$ cat config.mk
export PLATFORM = sky130hd
export DESIGN_NAME = mepg_ctrl
export DESIGN_NICKNAME = d
export VERILOG_FILES = /design/src/rtl/midpoint_ellipse_point_generator_top_defines.svh /design/src/rtl/mepg_pkg.sv /design/src/rtl/mepg_ctrl.sv
export SDC_FILE = /design/constraint.sdc
export NUM_CORES = 1
export LEC_CHECK = 0
export ABC_AREA = 1
export BUFFER_PORTS_ARGS = -buffer_cell sky130_fd_sc_hd__buf_2
export CAP_MARGIN = 25
export CORE_ASPECT_RATIO = 1.1
export CORE_MARGIN = 2
export CORE_UTILIZATION = 54
export CTS_CLUSTER_DIAMETER = 80
export DETAILED_ROUTE_END_ITERATION = 12
export PLACE_DENSITY_LB_ADDON = 0.15
export SKIP_LAST_GASP = 1
export SYNTH_ARGS = -nofsm -noshare
export SYNTH_HDL_FRONTEND = slang
export SYNTH_SLANG_ARGS = --single-unit
$ cat constraint.sdc
create_clock -name clk -period 3.8 [get_ports clk]
set_clock_uncertainty 0.05 [all_clocks]
set_input_delay 0.38 -clock clk [delete_from_list [all_inputs] [get_ports clk]]
set_output_delay 0.38 -clock clk [all_outputs]
set_load 0.01 [all_outputs]
$ cat src/rtl/midpoint_ellipse_point_generator_top_defines.svh
// Assertion macros for the midpoint ellipse point generator.
// Used by the top level only; expects clk and rst_n in scope.
`ifndef MIDPOINT_ELLIPSE_POINT_GENERATOR_TOP_DEFINES_SVH
`define MIDPOINT_ELLIPSE_POINT_GENERATOR_TOP_DEFINES_SVH
`ifndef NO_ASSERTIONS
`define MEPG_ASSERT_SAME(lbl, ante, cons) \
  lbl: assert property (@(posedge clk) disable iff (!rst_n) (ante) |-> (cons)) \
    else $error("mepg: same-cycle check failed");
`define MEPG_ASSERT_NEXT(lbl, ante, cons) \
  lbl: assert property (@(posedge clk) disable iff (!rst_n) (ante) |=> (cons)) \
    else $error("mepg: next-cycle check failed");
`else
`define MEPG_ASSERT_SAME(lbl, ante, cons)
`define MEPG_ASSERT_NEXT(lbl, ante, cons)
`endif
`endif

$ cat src/rtl/mepg_pkg.sv
// Shared types and codes for the midpoint ellipse point generator.
// No dependencies; imported by the controller, datapath and top level.
`default_nettype none

package mepg_pkg;

  // input action codes
  localparam logic ACT_START   = 1'b0;
  localparam logic ACT_ADVANCE = 1'b1;

  // multiplier operand A selects
  typedef logic [2:0] mepg_asel_t;
  localparam mepg_asel_t MA_A    = 3'd0;
  localparam mepg_asel_t MA_B    = 3'd1;
  localparam mepg_asel_t MA_AA   = 3'd2;
  localparam mepg_asel_t MA_BB   = 3'd3;
  localparam mepg_asel_t MA_H    = 3'd4;
  localparam mepg_asel_t MA_YM   = 3'd5;
  localparam mepg_asel_t MA_PROD = 3'd6;

  // multiplier operand B selects
  typedef logic [3:0] mepg_bsel_t;
  localparam mepg_bsel_t MB_A      = 4'd0;
  localparam mepg_bsel_t MB_B      = 4'd1;
  localparam mepg_bsel_t MB_AA     = 4'd2;
  localparam mepg_bsel_t MB_BB     = 4'd3;
  localparam mepg_bsel_t MB_X1     = 4'd4;   // x+1
  localparam mepg_bsel_t MB_2Y1    = 4'd5;   // 2y-1
  localparam mepg_bsel_t MB_2X3    = 4'd6;   // 2x+3
  localparam mepg_bsel_t MB_2M2Y   = 4'd7;   // 2-2y, signed
  localparam mepg_bsel_t MB_3M2Y   = 4'd8;   // 3-2y, signed
  localparam mepg_bsel_t MB_2X2    = 4'd9;   // 2x+2
  localparam mepg_bsel_t MB_H      = 4'd10;  // 2x+1
  localparam mepg_bsel_t MB_YM     = 4'd11;  // y-1

  // decision value updates
  typedef logic [2:0] mepg_dvop_t;
  localparam mepg_dvop_t DV_HOLD  = 3'd0;
  localparam mepg_dvop_t DV_START = 3'd1;  // 4bb + aa - 4*prod
  localparam mepg_dvop_t DV_SET   = 3'd2;  // prod
  localparam mepg_dvop_t DV_ADD4  = 3'd3;  // dv + 4*prod
  localparam mepg_dvop_t DV_SUB4  = 3'd4;  // dv - 4*prod

  // mirror order of the four points of a step
  typedef logic [1:0] mepg_mir_t;
  localparam mepg_mir_t MIR_PP = 2'd0;  // ( x,  y)
  localparam mepg_mir_t MIR_NN = 2'd1;  // (-x, -y)
  localparam mepg_mir_t MIR_NP = 2'd2;  // (-x,  y)
  localparam mepg_mir_t MIR_PN = 2'd3;  // ( x, -y)

  typedef struct packed {
    logic       load_in;
    mepg_asel_t mul_a;
    mepg_bsel_t mul_b;
    mepg_dvop_t dv_op;
    logic       load_aa;
    logic       load_bb;
    logic       load_tmp;
    logic       load_cmp;
    logic       inc_x;
    logic       dec_y;
    logic       out_load;
    mepg_mir_t  out_idx;
    logic       out_last;
  } mepg_cmd_t;

  typedef struct packed {
    logic lt;        // registered region 1 test
    logic dv_pos;    // decision value > 0
    logic y_zero;
    logic out_free;  // output register can take a point this cycle
  } mepg_stat_t;

endpackage

`default_nettype wire

$ cat src/rtl/mepg_ctrl.sv
// Sequencing controller: trace phase, micro-step state and point emission.
// Depends on mepg_pkg; drives the datapath through mepg_cmd_t.
`default_nettype none

module mepg_ctrl import mepg_pkg::*; (
  input  logic       clk,
  input  logic       rst_n,
  input  logic       in_valid,
  input  logic       in_action,
  output logic       in_ready,
  input  mepg_stat_t stat,
  output mepg_cmd_t  cmd
);

  localparam logic [4:0] S_IDLE = 5'd0;
  localparam logic [4:0] S_SQA  = 5'd1;
  localparam logic [4:0] S_SQB  = 5'd2;
  localparam logic [4:0] S_AAB  = 5'd3;
  localparam logic [4:0] S_DV0  = 5'd4;
  localparam logic [4:0] S_R1A  = 5'd5;
  localparam logic [4:0] S_R1B  = 5'd6;
  localparam logic [4:0] S_R1C  = 5'd7;
  localparam logic [4:0] S_R1D  = 5'd8;
  localparam logic [4:0] S_R1E  = 5'd9;
  localparam logic [4:0] S_R1F  = 5'd10;
  localparam logic [4:0] S_R1G  = 5'd11;
  localparam logic [4:0] S_R2SA = 5'd12;
  localparam logic [4:0] S_R2SB = 5'd13;
  localparam logic [4:0] S_R2SC = 5'd14;
  localparam logic [4:0] S_R2SD = 5'd15;
  localparam logic [4:0] S_R2SE = 5'd16;
  localparam logic [4:0] S_R2A  = 5'd17;
  localparam logic [4:0] S_R2B  = 5'd18;
  localparam logic [4:0] S_R2C  = 5'd19;
  localparam logic [4:0] S_FIN  = 5'd20;
  localparam logic [4:0] S_EMIT = 5'd21;

  localparam logic [1:0] PH_IDLE = 2'd0;
  localparam logic [1:0] PH_R1   = 2'd1;
  localparam logic [1:0] PH_R2   = 2'd2;
  localparam logic [1:0] PH_DONE = 2'd3;

  logic [4:0] state_r, state_nxt;
  logic [1:0] phase_r, phase_nxt;
  mepg_mir_t  idx_r, idx_nxt;
  logic       last_r, last_nxt;

  assign in_ready = (state_r == S_IDLE);

  always_comb begin
    state_nxt     = state_r;
    phase_nxt     = phase_r;
    idx_nxt       = idx_r;
    last_nxt      = last_r;
    cmd           = '0;
    cmd.mul_a     = MA_AA;
    cmd.mul_b     = MB_BB;
    cmd.dv_op     = DV_HOLD;
    cmd.out_idx   = idx_r;
    cmd.out_last  = last_r && (idx_r == MIR_PN);

    case (state_r)
      S_IDLE: begin
        if (in_valid) begin
          if (in_action == ACT_START) begin
            cmd.load_in = 1'b1;
            phase_nxt   = PH_R1;
            state_nxt   = S_SQA;
          end else if (phase_r == PH_R1) begin
            state_nxt = S_R1A;
          end else if (phase_r == PH_R2) begin
            state_nxt = S_R2A;
          end
        end
      end
      // start: aa, bb, then 4bb + aa - 4aab
      S_SQA: begin
        cmd.mul_a = MA_A;
        cmd.mul_b = MB_A;
        state_nxt = S_SQB;
      end
      S_SQB: begin
        cmd.load_aa = 1'b1;
        cmd.mul_a   = MA_B;
        cmd.mul_b   = MB_B;
        state_nxt   = S_AAB;
      end
      S_AAB: begin
        cmd.load_bb = 1'b1;
        cmd.mul_a   = MA_AA;
        cmd.mul_b   = MB_B;
        state_nxt   = S_DV0;
      end
      S_DV0: begin
        cmd.dv_op = DV_START;
        state_nxt = S_FIN;
      end
      // region 1 test: 2bb(x+1) < aa(2y-1)
      S_R1A: begin
        cmd.mul_a = MA_BB;
        cmd.mul_b = MB_X1;
        state_nxt = S_R1B;
      end
      S_R1B: begin
        cmd.load_tmp = 1'b1;
        cmd.mul_a    = MA_AA;
        cmd.mul_b    = MB_2Y1;
        state_nxt    = S_R1C;
      end
      S_R1C: begin
        cmd.load_cmp = 1'b1;
        state_nxt    = S_R1D;
      end
      S_R1D: begin
        if (stat.lt) begin
          cmd.mul_a = MA_BB;
          cmd.mul_b = MB_2X3;
          state_nxt = S_R1E;
        end else begin
          cmd.mul_a = MA_H;
          cmd.mul_b = MB_H;
          state_nxt = S_R2SA;
        end
      end
      S_R1E: begin
        cmd.dv_op = DV_ADD4;
        state_nxt = S_R1F;
      end
      S_R1F: begin
        if (stat.dv_pos) begin
          cmd.mul_a = MA_AA;
          cmd.mul_b = MB_2M2Y;
          state_nxt = S_R1G;
        end else begin
          cmd.inc_x = 1'b1;
          state_nxt = S_FIN;
        end
      end
      S_R1G: begin
        cmd.dv_op = DV_ADD4;
        cmd.dec_y = 1'b1;
        cmd.inc_x = 1'b1;
        state_nxt = S_FIN;
      end
      // region 2 start: bb*h^2 + 4aa*ym^2 - 4aa*bb
      S_R2SA: begin
        cmd.mul_a = MA_PROD;
        cmd.mul_b = MB_BB;
        state_nxt = S_R2SB;
      end
      S_R2SB: begin
        cmd.dv_op = DV_SET;
        cmd.mul_a = MA_YM;
        cmd.mul_b = MB_YM;
        state_nxt = S_R2SC;
      end
      S_R2SC: begin
        cmd.mul_a = MA_PROD;
        cmd.mul_b = MB_AA;
        state_nxt = S_R2SD;
      end
      S_R2SD: begin
        cmd.dv_op = DV_ADD4;
        cmd.mul_a = MA_AA;
        cmd.mul_b = MB_BB;
        state_nxt = S_R2SE;
      end
      S_R2SE: begin
        cmd.dv_op = DV_SUB4;
        phase_nxt = PH_R2;
        state_nxt = S_R2A;
      end
      // region 2 step
      S_R2A: begin
        if (stat.dv_pos) begin
          cmd.mul_a = MA_AA;
          cmd.mul_b = MB_3M2Y;
          state_nxt = S_R2B;
        end else begin
          cmd.mul_a = MA_BB;
          cmd.mul_b = MB_2X2;
          state_nxt = S_R2C;
        end
      end
      S_R2C: begin
        cmd.dv_op = DV_ADD4;
        cmd.inc_x = 1'b1;
        cmd.mul_a = MA_AA;
        cmd.mul_b = MB_3M2Y;
        state_nxt = S_R2B;
      end
      S_R2B: begin
        cmd.dv_op = DV_ADD4;
        cmd.dec_y = 1'b1;
        state_nxt = S_FIN;
      end
      S_FIN: begin
        last_nxt = stat.y_zero;
        if (stat.y_zero) begin
          phase_nxt = PH_DONE;
        end
        idx_nxt   = MIR_PP;
        state_nxt = S_EMIT;
      end
      S_EMIT: begin
        if (stat.out_free) begin
          cmd.out_load = 1'b1;
          idx_nxt      = idx_r + 2'd1;
          if (idx_r == MIR_PN) begin
            state_nxt = S_IDLE;
          end
        end
      end
      default: begin
        state_nxt = S_IDLE;
      end
    endcase
  end

  always_ff @(posedge clk) begin
    if (!rst_n) begin
      state_r <= S_IDLE;
      phase_r <= PH_IDLE;
      idx_r   <= MIR_PP;
      last_r  <= 1'b0;
    end else begin
      state_r <= state_nxt;
      phase_r <= phase_nxt;
      idx_r   <= idx_nxt;
      last_r  <= last_nxt;
    end
  end

endmodule

`default_nettype wire

==> results.toml <==
[grt]
grt_usage = 0.274
use_met1 = 0.355
grt.busiest_layer = "met2"
grt_max_degree = 12
grt_pass1_wl_um = 4260
use_met3 = 0.0491
grt_pass1_vias = 996
grt.overflow.total = 0
use_met2 = 0.462
antenna_found_initial = 0

[timing]
max_slew_margin = 0.760
min_period_ns = 2.38
period_share = 0.628
slew_violations = 0
max_freq_ghz = 0.419
hold_viol_final = 0
max_slew.worst_pin.slew_ns = 0.357
rsz0062_at_grt = "no"
setup_tns_ns = 0
setup_violations = 0

[floorplanning]
chipHeight_um = 47.8
coreArea_um2 = 1600
die_area_um2 = 2090
die_w_um = 43.8
ios = 30
start_util = 0.590
placementRows = 15

[route]
wl_per_cell_um = 12.5
vias = 1229
drt-total-wl_um = 2740
postRouteAntennaNets = 0
viasPerCell = 5.61
drt_iter0_markers = 76
drt_pass1_iterations = 4
drc_errors = 0

[layout]
num_antenna_cells = 0
instances_no_fill = 219
area_growth_syn_to_layout_pct = 19.8
drive_above_1_share = 0.248
nets = 213

[synth]
mappedNetlistArea_um2 = 941
avgSynthCellArea_um2 = 5.50
synth_nets = 181
ys_seq_area_frac = 0.213
yosysTopAreaCell = "dfxtp_1"
yosys.area.top_type_share = 0.213
synth_area_leaders = "dfxtp_1, nand2_1, nor2_1"
ys_seq_elements = 10
synth-warning-count = 0
synth_cell_types = 22
syn_inst = 171

[power_and_ir_drop]
worst_ir_drop_vdd_mv = 0.411
power.density_nw_per_um2 = 682
p_leak_nw = 0.710

[place]
dp_hpwl_um = 2180
gp_congestion = 0.982
place_inst = 215
numPortBuffers = 29

[clocking]
clk_latency_ns = 0.27
clk_pin_slew_ns = 0.07
cts_hold_buf = 0
cts_max_level = 1
cts_tree = "built"
cts_buffers = 3
cts_setup_buffers = 0
cts-root-buf = "clkbuf_4"
cts_resized = 0
clk_path_buf_depth = 2
cts_num_sinks = 10

[worst_setup_path]
cp-start-kind = "flip-flop"
crit_path_max_fanout = 11
path_class = "flip-flop to output port"
worstPathArrival_ns = 1.95
endpoint_kind = "output port"
crit_required_ns = 3.37

[hold_path]
hp-class = "input port to flip-flop"

[outcome]
outcome = "complete, no violations"

[run]
cap_violations = 0
critical path, cell delays in order, from the launching register on:
cell and delay, ns:
dfxtp_1 0.51, inv_2 0.18, nand3_1 0.18, inv_2 0.09, o21ai_1 0.21, nand3_1 0.10, a21oi_1 0.18, o21ai_1 0.09
buf_2 0.15
registers in the layout, indices dropped and copies added (netlist names):
signal	count
state_r	5
idx_r	2
phase_r	2
last_r	1
routing by layer:
metal  share of wire  up-vias
li1                -      609
met1            0.41      536
met2            0.46       73
met3            0.11       11
met4           0.022        0
met5               0        -
synthesized netlist by cell type:
| master | number |
|---|---|
| a211oi_1 | 1 |
| a21oi_1 | 12 |
| a31oi_1 | 2 |
| buf_2 | 1 |
| buf_6 | 1 |
| dfxtp_1 | 10 |
| ha_1 | 2 |
| inv_1 | 19 |
| inv_2 | 11 |
| nand2_1 | 50 |
| nand3_1 | 16 |
| nand3_2 | 2 |
| nand3b_1 | 2 |
| nand4_1 | 2 |
| nor2_1 | 23 |
| nor2_2 | 1 |
| nor2_4 | 2 |
| nor3_1 | 5 |
| nor3_2 | 1 |
| nor4_1 | 1 |
| o21ai_0 | 4 |
| o21ai_1 | 3 |
through the flow:
step	power [mW]	area (µm²)	worst slack (ns)	utilization	hold slack (ns)
after global routing	0.839	1130	1.29	0.707	0.324
after detailed placement	0.661	1090	1.75	0.684	0.410
final	0.769	1130	1.42	0.707	0.302
after floorplan	0.530	941	2.09	-	0.382
after CTS	0.764	1130	1.44	0.707	0.294
after global placement	0.657	1090	1.72	0.684	0.393
power breakdown:
group / internal, mW / switching, mW / leakage (nW)
clock: 0.0583 / 0.0402 / 0.0210
combinational: 0.175 / 0.321 / 0.607
sequential: 0.132 / 0.0421 / 0.0816
cell type report:
cell class / count / area (µm²)
Multi-Input combinational cell: 129 / 612
Tap cell: 17 / 21.3
Sequential cell: 10 / 200
Fill cell: 145 / 468
Timing Repair Buffer: 29 / 145
Clock buffer: 4 / 36.3
Inverter: 30 / 113
cells in the final DEF, fill, tap and decap left out:
master,count
nor2_4,2
nor3_1,5
dfxtp_1,10
o21ai_1,3
a21oi_1,12
nand3b_1,2
nor2_1,23
clkbuf_8,1
o21ai_0,4
nor3_2,1
nand4_1,2
a211oi_1,1
a31oi_1,2
inv_1,19
nand3_1,16
inv_2,11
ha_1,2
nand2_1,50
nor4_1,1
nor2_2,1
clkbuf_4,3
buf_2,29
nand3_2,2
final timing paths:
check / start / endpoint / slack (ns) / cells past startpoint
setup / recovery: state_r[4] / cmd[10] / 1.42 / 8
hold / removal: rst_n / phase_r[1] / 0.30 / 3
hold reg to reg: phase_r[0] / phase_r[0] / 0.42 / 2
setup reg to reg: state_r[4] / state_r[0] / 2.13 / 9
cells by family after synthesis:
family	synth area share
AO/OA/AOI/OAI	0.122
adder cells (fa/ha/maj)	0.0266
buffers and inverters	0.137
flip-flops	0.213
AND/OR/NAND/NOR	0.501
Power figures use the tool's default switching activity.
