[src/rtl/midpoint_ellipse_point_generator_top_defines.svh]
// Assertion macros for the midpoint ellipse point generator.
// Used by the top level only; expects clk and rst_n in scope.
`ifndef MIDPOINT_ELLIPSE_POINT_GENERATOR_TOP_DEFINES_SVH
`define MIDPOINT_ELLIPSE_POINT_GENERATOR_TOP_DEFINES_SVH
`ifndef NO_ASSERTIONS
`define MEPG_ASSERT_SAME(lbl, ante, cons) \
  lbl: assert property (@(posedge clk) disable iff (!rst_n) (ante) |-> (cons)) \
    else $error("mepg: same-cycle check failed");
`define MEPG_ASSERT_NEXT(lbl, ante, cons) \
  lbl: assert property (@(posedge clk) disable iff (!rst_n) (ante) |=> (cons)) \
    else $error("mepg: next-cycle check failed");
`else
`define MEPG_ASSERT_SAME(lbl, ante, cons)
`define MEPG_ASSERT_NEXT(lbl, ante, cons)
`endif
`endif

[src/rtl/mepg_pkg.sv]
// Shared types and codes for the midpoint ellipse point generator.
// No dependencies; imported by the controller, datapath and top level.
`default_nettype none

package mepg_pkg;

  // input action codes
  localparam logic ACT_START   = 1'b0;
  localparam logic ACT_ADVANCE = 1'b1;

  // multiplier operand A selects
  typedef logic [2:0] mepg_asel_t;
  localparam mepg_asel_t MA_A    = 3'd0;
  localparam mepg_asel_t MA_B    = 3'd1;
  localparam mepg_asel_t MA_AA   = 3'd2;
  localparam mepg_asel_t MA_BB   = 3'd3;
  localparam mepg_asel_t MA_H    = 3'd4;
  localparam mepg_asel_t MA_YM   = 3'd5;
  localparam mepg_asel_t MA_PROD = 3'd6;

  // multiplier operand B selects
  typedef logic [3:0] mepg_bsel_t;
  localparam mepg_bsel_t MB_A      = 4'd0;
  localparam mepg_bsel_t MB_B      = 4'd1;
  localparam mepg_bsel_t MB_AA     = 4'd2;
  localparam mepg_bsel_t MB_BB     = 4'd3;
  localparam mepg_bsel_t MB_X1     = 4'd4;   // x+1
  localparam mepg_bsel_t MB_2Y1    = 4'd5;   // 2y-1
  localparam mepg_bsel_t MB_2X3    = 4'd6;   // 2x+3
  localparam mepg_bsel_t MB_2M2Y   = 4'd7;   // 2-2y, signed
  localparam mepg_bsel_t MB_3M2Y   = 4'd8;   // 3-2y, signed
  localparam mepg_bsel_t MB_2X2    = 4'd9;   // 2x+2
  localparam mepg_bsel_t MB_H      = 4'd10;  // 2x+1
  localparam mepg_bsel_t MB_YM     = 4'd11;  // y-1

  // decision value updates
  typedef logic [2:0] mepg_dvop_t;
  localparam mepg_dvop_t DV_HOLD  = 3'd0;
  localparam mepg_dvop_t DV_START = 3'd1;  // 4bb + aa - 4*prod
  localparam mepg_dvop_t DV_SET   = 3'd2;  // prod
  localparam mepg_dvop_t DV_ADD4  = 3'd3;  // dv + 4*prod
  localparam mepg_dvop_t DV_SUB4  = 3'd4;  // dv - 4*prod

  // mirror order of the four points of a step
  typedef logic [1:0] mepg_mir_t;
  localparam mepg_mir_t MIR_PP = 2'd0;  // ( x,  y)
  localparam mepg_mir_t MIR_NN = 2'd1;  // (-x, -y)
  localparam mepg_mir_t MIR_NP = 2'd2;  // (-x,  y)
  localparam mepg_mir_t MIR_PN = 2'd3;  // ( x, -y)

  typedef struct packed {
    logic       load_in;
    mepg_asel_t mul_a;
    mepg_bsel_t mul_b;
    mepg_dvop_t dv_op;
    logic       load_aa;
    logic       load_bb;
    logic       load_tmp;
    logic       load_cmp;
    logic       inc_x;
    logic       dec_y;
    logic       out_load;
    mepg_mir_t  out_idx;
    logic       out_last;
  } mepg_cmd_t;

  typedef struct packed {
    logic lt;        // registered region 1 test
    logic dv_pos;    // decision value > 0
    logic y_zero;
    logic out_free;  // output register can take a point this cycle
  } mepg_stat_t;

endpackage

`default_nettype wire

[src/rtl/mepg_datapath.sv]
// Datapath: axes, step point, decision value, shared multiplier, output register.
// Depends on mepg_pkg; controlled by mepg_ctrl through mepg_cmd_t.
`default_nettype none

module mepg_datapath import mepg_pkg::*; #(
  parameter int COORD_WIDTH = 12
) (
  input  logic                        clk,
  input  logic                        rst_n,
  input  logic [COORD_WIDTH-1:0]      in_corner_one_x,
  input  logic [COORD_WIDTH-1:0]      in_corner_one_y,
  input  logic [COORD_WIDTH-1:0]      in_corner_two_x,
  input  logic [COORD_WIDTH-1:0]      in_corner_two_y,
  input  mepg_cmd_t                   cmd,
  output mepg_stat_t                  stat,
  output logic                        out_valid,
  input  logic                        out_ready,
  output logic signed [COORD_WIDTH:0] out_point_x,
  output logic signed [COORD_WIDTH:0] out_point_y,
  output logic                        out_final_point
);

  localparam int W  = COORD_WIDTH;
  localparam int AW = 2 * COORD_WIDTH + 3;  // holds aa, bb, h^2, ym^2
  localparam int BW = 2 * COORD_WIDTH + 1;  // holds aa, bb, small signed terms
  localparam int DW = AW + BW;              // decision value width

  logic [W-1:0]          a_r, b_r, x_r, y_r;
  logic [2*W-1:0]        aa_r, bb_r;
  logic signed [DW-1:0]  dv_r, tmp_r, prod_r;
  logic                  lt_r;
  logic                  out_valid_r;
  logic signed [W:0]     out_x_r, out_y_r;
  logic                  out_last_r;

  logic [W-1:0]          a_in, b_in, y_m1;
  logic [W:0]            x_p1, two_y_m1, h;
  logic [W+1:0]          y_dbl, two_x_p3, two_x_p2;
  logic signed [W+1:0]   two_m2y, three_m2y;
  logic signed [AW-1:0]  a_op;
  logic signed [BW-1:0]  b_op;
  logic signed [DW-1:0]  prod;
  logic signed [W:0]     px, nx, py, ny;

  assign a_in = (in_corner_one_x > in_corner_two_x) ? in_corner_one_x - in_corner_two_x
                                                    : in_corner_two_x - in_corner_one_x;
  assign b_in = (in_corner_two_y > in_corner_one_y) ? in_corner_two_y - in_corner_one_y
                                                    : in_corner_one_y - in_corner_two_y;

  assign x_p1      = {1'b0, x_r} + (W+1)'(1);
  assign h         = {x_r, 1'b1};
  assign two_y_m1  = {y_r, 1'b0} - (W+1)'(1);
  assign y_m1      = y_r - W'(1);
  assign y_dbl     = {1'b0, y_r, 1'b0};
  assign two_x_p3  = {1'b0, x_r, 1'b1} + (W+2)'(2);
  assign two_x_p2  = {1'b0, x_r, 1'b0} + (W+2)'(2);
  assign two_m2y   = $signed((W+2)'(2) - y_dbl);
  assign three_m2y = $signed((W+2)'(3) - y_dbl);

  always_comb begin
    case (cmd.mul_a)
      MA_A:    a_op = AW'(a_r);
      MA_B:    a_op = AW'(b_r);
      MA_AA:   a_op = AW'(aa_r);
      MA_BB:   a_op = AW'(bb_r);
      MA_H:    a_op = AW'(h);
      MA_YM:   a_op = AW'(y_m1);
      MA_PROD: a_op = prod_r[AW-1:0];
      default: a_op = '0;
    endcase
  end

  always_comb begin
    case (cmd.mul_b)
      MB_A:    b_op = BW'(a_r);
      MB_B:    b_op = BW'(b_r);
      MB_AA:   b_op = BW'(aa_r);
      MB_BB:   b_op = BW'(bb_r);
      MB_X1:   b_op = BW'(x_p1);
      MB_2Y1:  b_op = BW'(two_y_m1);
      MB_2X3:  b_op = BW'(two_x_p3);
      MB_2M2Y: b_op = BW'(two_m2y);
      MB_3M2Y: b_op = BW'(three_m2y);
      MB_2X2:  b_op = BW'(two_x_p2);
      MB_H:    b_op = BW'(h);
      MB_YM:   b_op = BW'(y_m1);
      default: b_op = '0;
    endcase
  end

  assign prod = a_op * b_op;

  // product is consumed the cycle after its operands are selected
  always_ff @(posedge clk) begin
    prod_r <= prod;
    if (cmd.load_in) begin
      a_r <= a_in;
      b_r <= b_in;
      x_r <= '0;
      y_r <= b_in;
    end else begin
      if (cmd.inc_x) x_r <= x_r + W'(1);
      if (cmd.dec_y) y_r <= y_r - W'(1);
    end
    if (cmd.load_aa)  aa_r  <= prod_r[2*W-1:0];
    if (cmd.load_bb)  bb_r  <= prod_r[2*W-1:0];
    if (cmd.load_tmp) tmp_r <= prod_r;
    if (cmd.load_cmp) lt_r  <= ((tmp_r <<< 1) < prod_r);
    case (cmd.dv_op)
      DV_START: dv_r <= (DW'(bb_r) << 2) + DW'(aa_r) - (prod_r <<< 2);
      DV_SET:   dv_r <= prod_r;
      DV_ADD4:  dv_r <= dv_r + (prod_r <<< 2);
      DV_SUB4:  dv_r <= dv_r - (prod_r <<< 2);
      default:  dv_r <= dv_r;
    endcase
  end

  assign px = {1'b0, x_r};
  assign nx = -px;
  assign py = {1'b0, y_r};
  assign ny = -py;

  always_ff @(posedge clk) begin
    if (cmd.out_load) begin
      case (cmd.out_idx)
        MIR_PP: begin
          out_x_r <= px;
          out_y_r <= py;
        end
        MIR_NN: begin
          out_x_r <= nx;
          out_y_r <= ny;
        end
        MIR_NP: begin
          out_x_r <= nx;
          out_y_r <= py;
        end
        default: begin
          out_x_r <= px;
          out_y_r <= ny;
        end
      endcase
      out_last_r <= cmd.out_last;
    end
  end

  always_ff @(posedge clk) begin
    if (!rst_n) begin
      out_valid_r <= 1'b0;
    end else if (cmd.out_load) begin
      out_valid_r <= 1'b1;
    end else if (out_ready) begin
      out_valid_r <= 1'b0;
    end
  end

  assign stat.lt       = lt_r;
  assign stat.dv_pos   = !dv_r[DW-1] && (dv_r != '0);
  assign stat.y_zero   = (y_r == '0);
  assign stat.out_free = !out_valid_r || out_ready;

  assign out_valid       = out_valid_r;
  assign out_point_x     = out_x_r;
  assign out_point_y     = out_y_r;
  assign out_final_point = out_last_r;

endmodule

`default_nettype wire

[config.mk]
export PLATFORM = sky130hd
export DESIGN_NAME = mepg_datapath
export DESIGN_NICKNAME = d
export VERILOG_FILES = /design/src/rtl/midpoint_ellipse_point_generator_top_defines.svh /design/src/rtl/mepg_pkg.sv /design/src/rtl/mepg_datapath.sv
export SDC_FILE = /design/constraint.sdc
export NUM_CORES = 2
export LEC_CHECK = 0
export ABC_AREA = 1
export BUFFER_PORTS_ARGS = -buffer_cell sky130_fd_sc_hd__buf_4
export CAP_MARGIN = 0
export CORE_ASPECT_RATIO = 1.2
export CORE_MARGIN = 3
export CORE_UTILIZATION = 50
export DETAILED_ROUTE_END_ITERATION = 8
export PLACE_DENSITY = 0.71
export SYNTH_ARGS = -nofsm -noshare
export SYNTH_HDL_FRONTEND = slang
export SYNTH_SLANG_ARGS = --single-unit
[constraint.sdc]
create_clock -name clk -period 7.6 [get_ports clk]
set_input_delay 0.76 -clock clk [delete_from_list [all_inputs] [get_ports clk]]
set_output_delay 0.76 -clock clk [all_outputs]
set_load 0.005 [all_outputs]
==> impl_results.md <==
- Status: finished with violations
- Violated checks: negative setup slack
- Placed insts: roughly 8,600
- Pin count of the biggest net entering global routing: 52
- Mapped Area: between 0.05 and 0.06 mm2
- DR vias: about 47,000
- Worst Path Max Fanout: 4
- Post-synth top area share: 0.293
- Number of buffers created by CTS: 30
- Avg Cell Area, Syn: between 7 and 8 um2
- Post-route worst setup slack: -0.229 ns
- Measured slew at the worst slew-check pin: 0.850 ns
- CP endpoint kind: flip-flop
- Slowest-stage cell, CP: fa_2
- Clk Latency, worst-skew pair: around 0.66 ns
- Area grow syn2layout: 21.8%
- Flops & latches, synth: 280
- Layout Cells excl Fill: just under 9,000
- CP Launch Type: flip-flop
- Vias in the first global route: between 40,000 and 50,000
- Total GRT Usage: 0.380
- Critical Path RT: approximately 8 ns
- Top Ports: 104
- Layout Utilization: 0.617
- Wire per inst: 22.6 um
- VDD IR-drop max: ~0.64 mV
- Power Dens Cells: around 520 mW/mm2
- Synth cell types: 68
- Final setup vio count: 23
- Max-cap viol count: 0
- Die span in x: between 200 and 300 um
- Layout cells sized above 1: 0.184
- Htree depth: 1
- Fmax: between 100 and 150 MHz
- Post-synth EDFFs: about 220
- Cts hold-fix bufs: 0
- GR Layer Usage met1: 0.477
- Tmin final: 7.83 ns
- DIE AREA: about 0.10 mm2
- Final Hold Viols: 0
- Via/cell ratio: 5.42
- First-pass GRT wire length: 297 mm
- Critical path class: reg2reg
- Clock Sinks: 280
- Initial antenna violation count: 5
- Synth area leaders: fa_1, edfxtp_1, nand2_1
- Met2 usage: 0.632
- RSZ-0062 raised after global routing: true
- Hold Crit Class: in2reg
- Root buffer cell: clkbuf_16
- FFs w/ async S/R, synth: 0
- Clk buf depth: 3
- Biggest cell delay along the critical path: roughly 0.58 ns
- Clock Pin Slew Worst Setup and Hold Paths: 0.06 ns
- Antenna Nets Post-Route: 0
- Final HPWL DP: approximately 170 mm
- Slew HR: 0.431
- Core Rows: between 100 and 150
- Commonest non-fill, non-tap cell in the layout: nand2_1
- Crit path top cell by count: fa_1
- Nets: about 8,500
- Post-Route WL: 197 mm
- Die height: about 350 um
- # DRC: 0
- Syn nets: slightly below 8,000
- Dominant cell type by area after synthesis: fa_1
- Synth Instances: around 6,700
- CTS tree: done
- Most used cells in the layout excluding fill and tap cells: nand2_1, inv_1, buf_4, fa_1, nor2_1
- Leakage: approximately 31 nW
- First-pass iteration count of the detailed router: 6
- Top FF cell, synth: edfxtp_1
- GPL Wtd Cong: just over 1
- Period Utilization, post-route: 1.03
- Syn. warnings: 0
- M3 GR Usage: 0.0641
- GR Overflow Total: 0
- Initial core utilization: 0.506
- Port bufs: 103
- Skew final: around 0.090 ns
- Most Crowded Layer GR: met2
- Crit path DAT: 8.33 ns
- Iter 0 DRT Violations: approximately 4,000
- Area of the core: between 0.09 and 0.1 mm2
- Final Max Tran Viols: 0
- Hold_ws: about 0.28 ns
- Sequential element share of the synthesized area: 0.155
## timing repair
item / CTS / global route
gates cloned: 0 / 3
endpoints found under the setup margin: 39 / 39
setup buffers: 19 / 17
gates resized for setup: 272 / 138
pin swaps: 59 / 28
## worst paths after layout
kind / start / endpoint / slack (ns) / depth (start not counted)
worst max-delay path: y_r[2] / prod_r[38] / -0.23 / 36
worst min register to register: out_valid / out_valid / 0.52 / 2
worst min-delay path: cmd[0] / out_final_point / 0.28 / 1
worst max register to register: y_r[2] / prod_r[38] / -0.23 / 36
## sequential cells by signal (all words and copies together) (netlist names), 12 cells and up
register     flops
bb_r            24
aa_r            24
y_r             12
b_r             12
a_r             12
prod_r          52
tmp_r           51
out_point_x     13
out_point_y     13
dv_r            52
x_r             12
## metal layers
metal / routed length, um / vias up
met2: 92700 / 1971
met4: 11900 / 2
met3: 14700 / 515
li1: - / 21800
met5: 10 / -
met1: 77400 / 23000
## logic make-up (layout without fill, tap and decap cells)
logic type | Yosys count | in the layout | synth area share
AO/OA/AOI/OAI | 660 | 660 | 0.0769
XOR/XNOR | 172 | 172 | 0.0303
adder cells (fa/ha/maj) | 1058 | 1058 | 0.374
buffers and inverters | 1755 | 2533 | 0.136
flip-flops | 280 | 280 | 0.155
other | 0 | 4 | 0
AND/OR/NAND/NOR | 2733 | 2733 | 0.228
## area by class of cell
cell class | instances | area, um2
inverters | 1605 | 6040
repair buffers | 873 | 7540
well taps | 1280 | 1600
fillers | 9056 | 37900
multi-input cells | 4623 | 37000
clock inverters | 21 | 245
diodes | 4 | 10.0
clock buffers | 34 | 766
flip-flops and latches | 280 | 7760
## per-stage QoR
| stage | power (mW) | TNS [ns] | instance area (um2) | setup WS, ns |
|---|---|---|---|---|
| 6_report | 31.7 | -2.55 | 60900 | -0.229 |
| 2_1_floorplan | 16.0 | 0 | 50100 | 0.0244 |
| 5_1_grt | 34.3 | -12.91 | 60900 | -0.498 |
| 4_1_cts | 30.0 | -0.546 | 60200 | -0.105 |
| 3_3_place_gp | 26.2 | -19.09 | 58000 | -0.806 |
| 3_5_place_dp | 26.5 | -20.44 | 58000 | -0.885 |
## worst max-delay path: cells and delay by family, from the launching register on
kind	cells	cell delay, ns
fa+ha+maj	9	3.98
buf+inv	13	1.35
flops	1	0.44
xor+xnor	1	0.17
simple gates	11	1.54
compound gates	2	0.15
## Yosys cell counts, types with 5 or more instances
cell type	number
a21boi_0	6
nor2_1	586
inv_2	43
clkbuf_2	6
nor2_4	9
nor2_2	12
inv_1	1555
buf_4	13
or2_2	26
o221ai_1	11
o22ai_1	51
o21a_1	12
and3_1	6
nand3b_1	13
xnor2_1	25
a22oi_1	5
o21bai_2	5
clkbuf_1	52
nand2_2	11
fa_1	732
edfxtp_1	215
a31oi_1	13
a211oi_1	9
nand3_2	6
buf_2	65
a21oi_1	265
nor4_1	19
o21ai_1	14
o21ai_0	175
nand3_1	299
a21o_1	13
o211ai_1	20
nand2_1	1608
o21bai_1	31
ha_1	326
dfxtp_1	65
nand4_1	50
clkinv_1	7
xor2_1	146
nand2_4	5
nor3_1	66
buf_6	10
a221oi_1	13
## power breakdown
part / switching (mW) / leakage [nW] / internal [mW]
combinational: 16.2 / 28.2 / 11.0
sequential: 0.459 / 2.67 / 2.45
clock: 0.707 / 0.468 / 0.864
total: 17.4 / 31.3 / 14.3
Note: power is estimated with default switching activity, not from simulation.
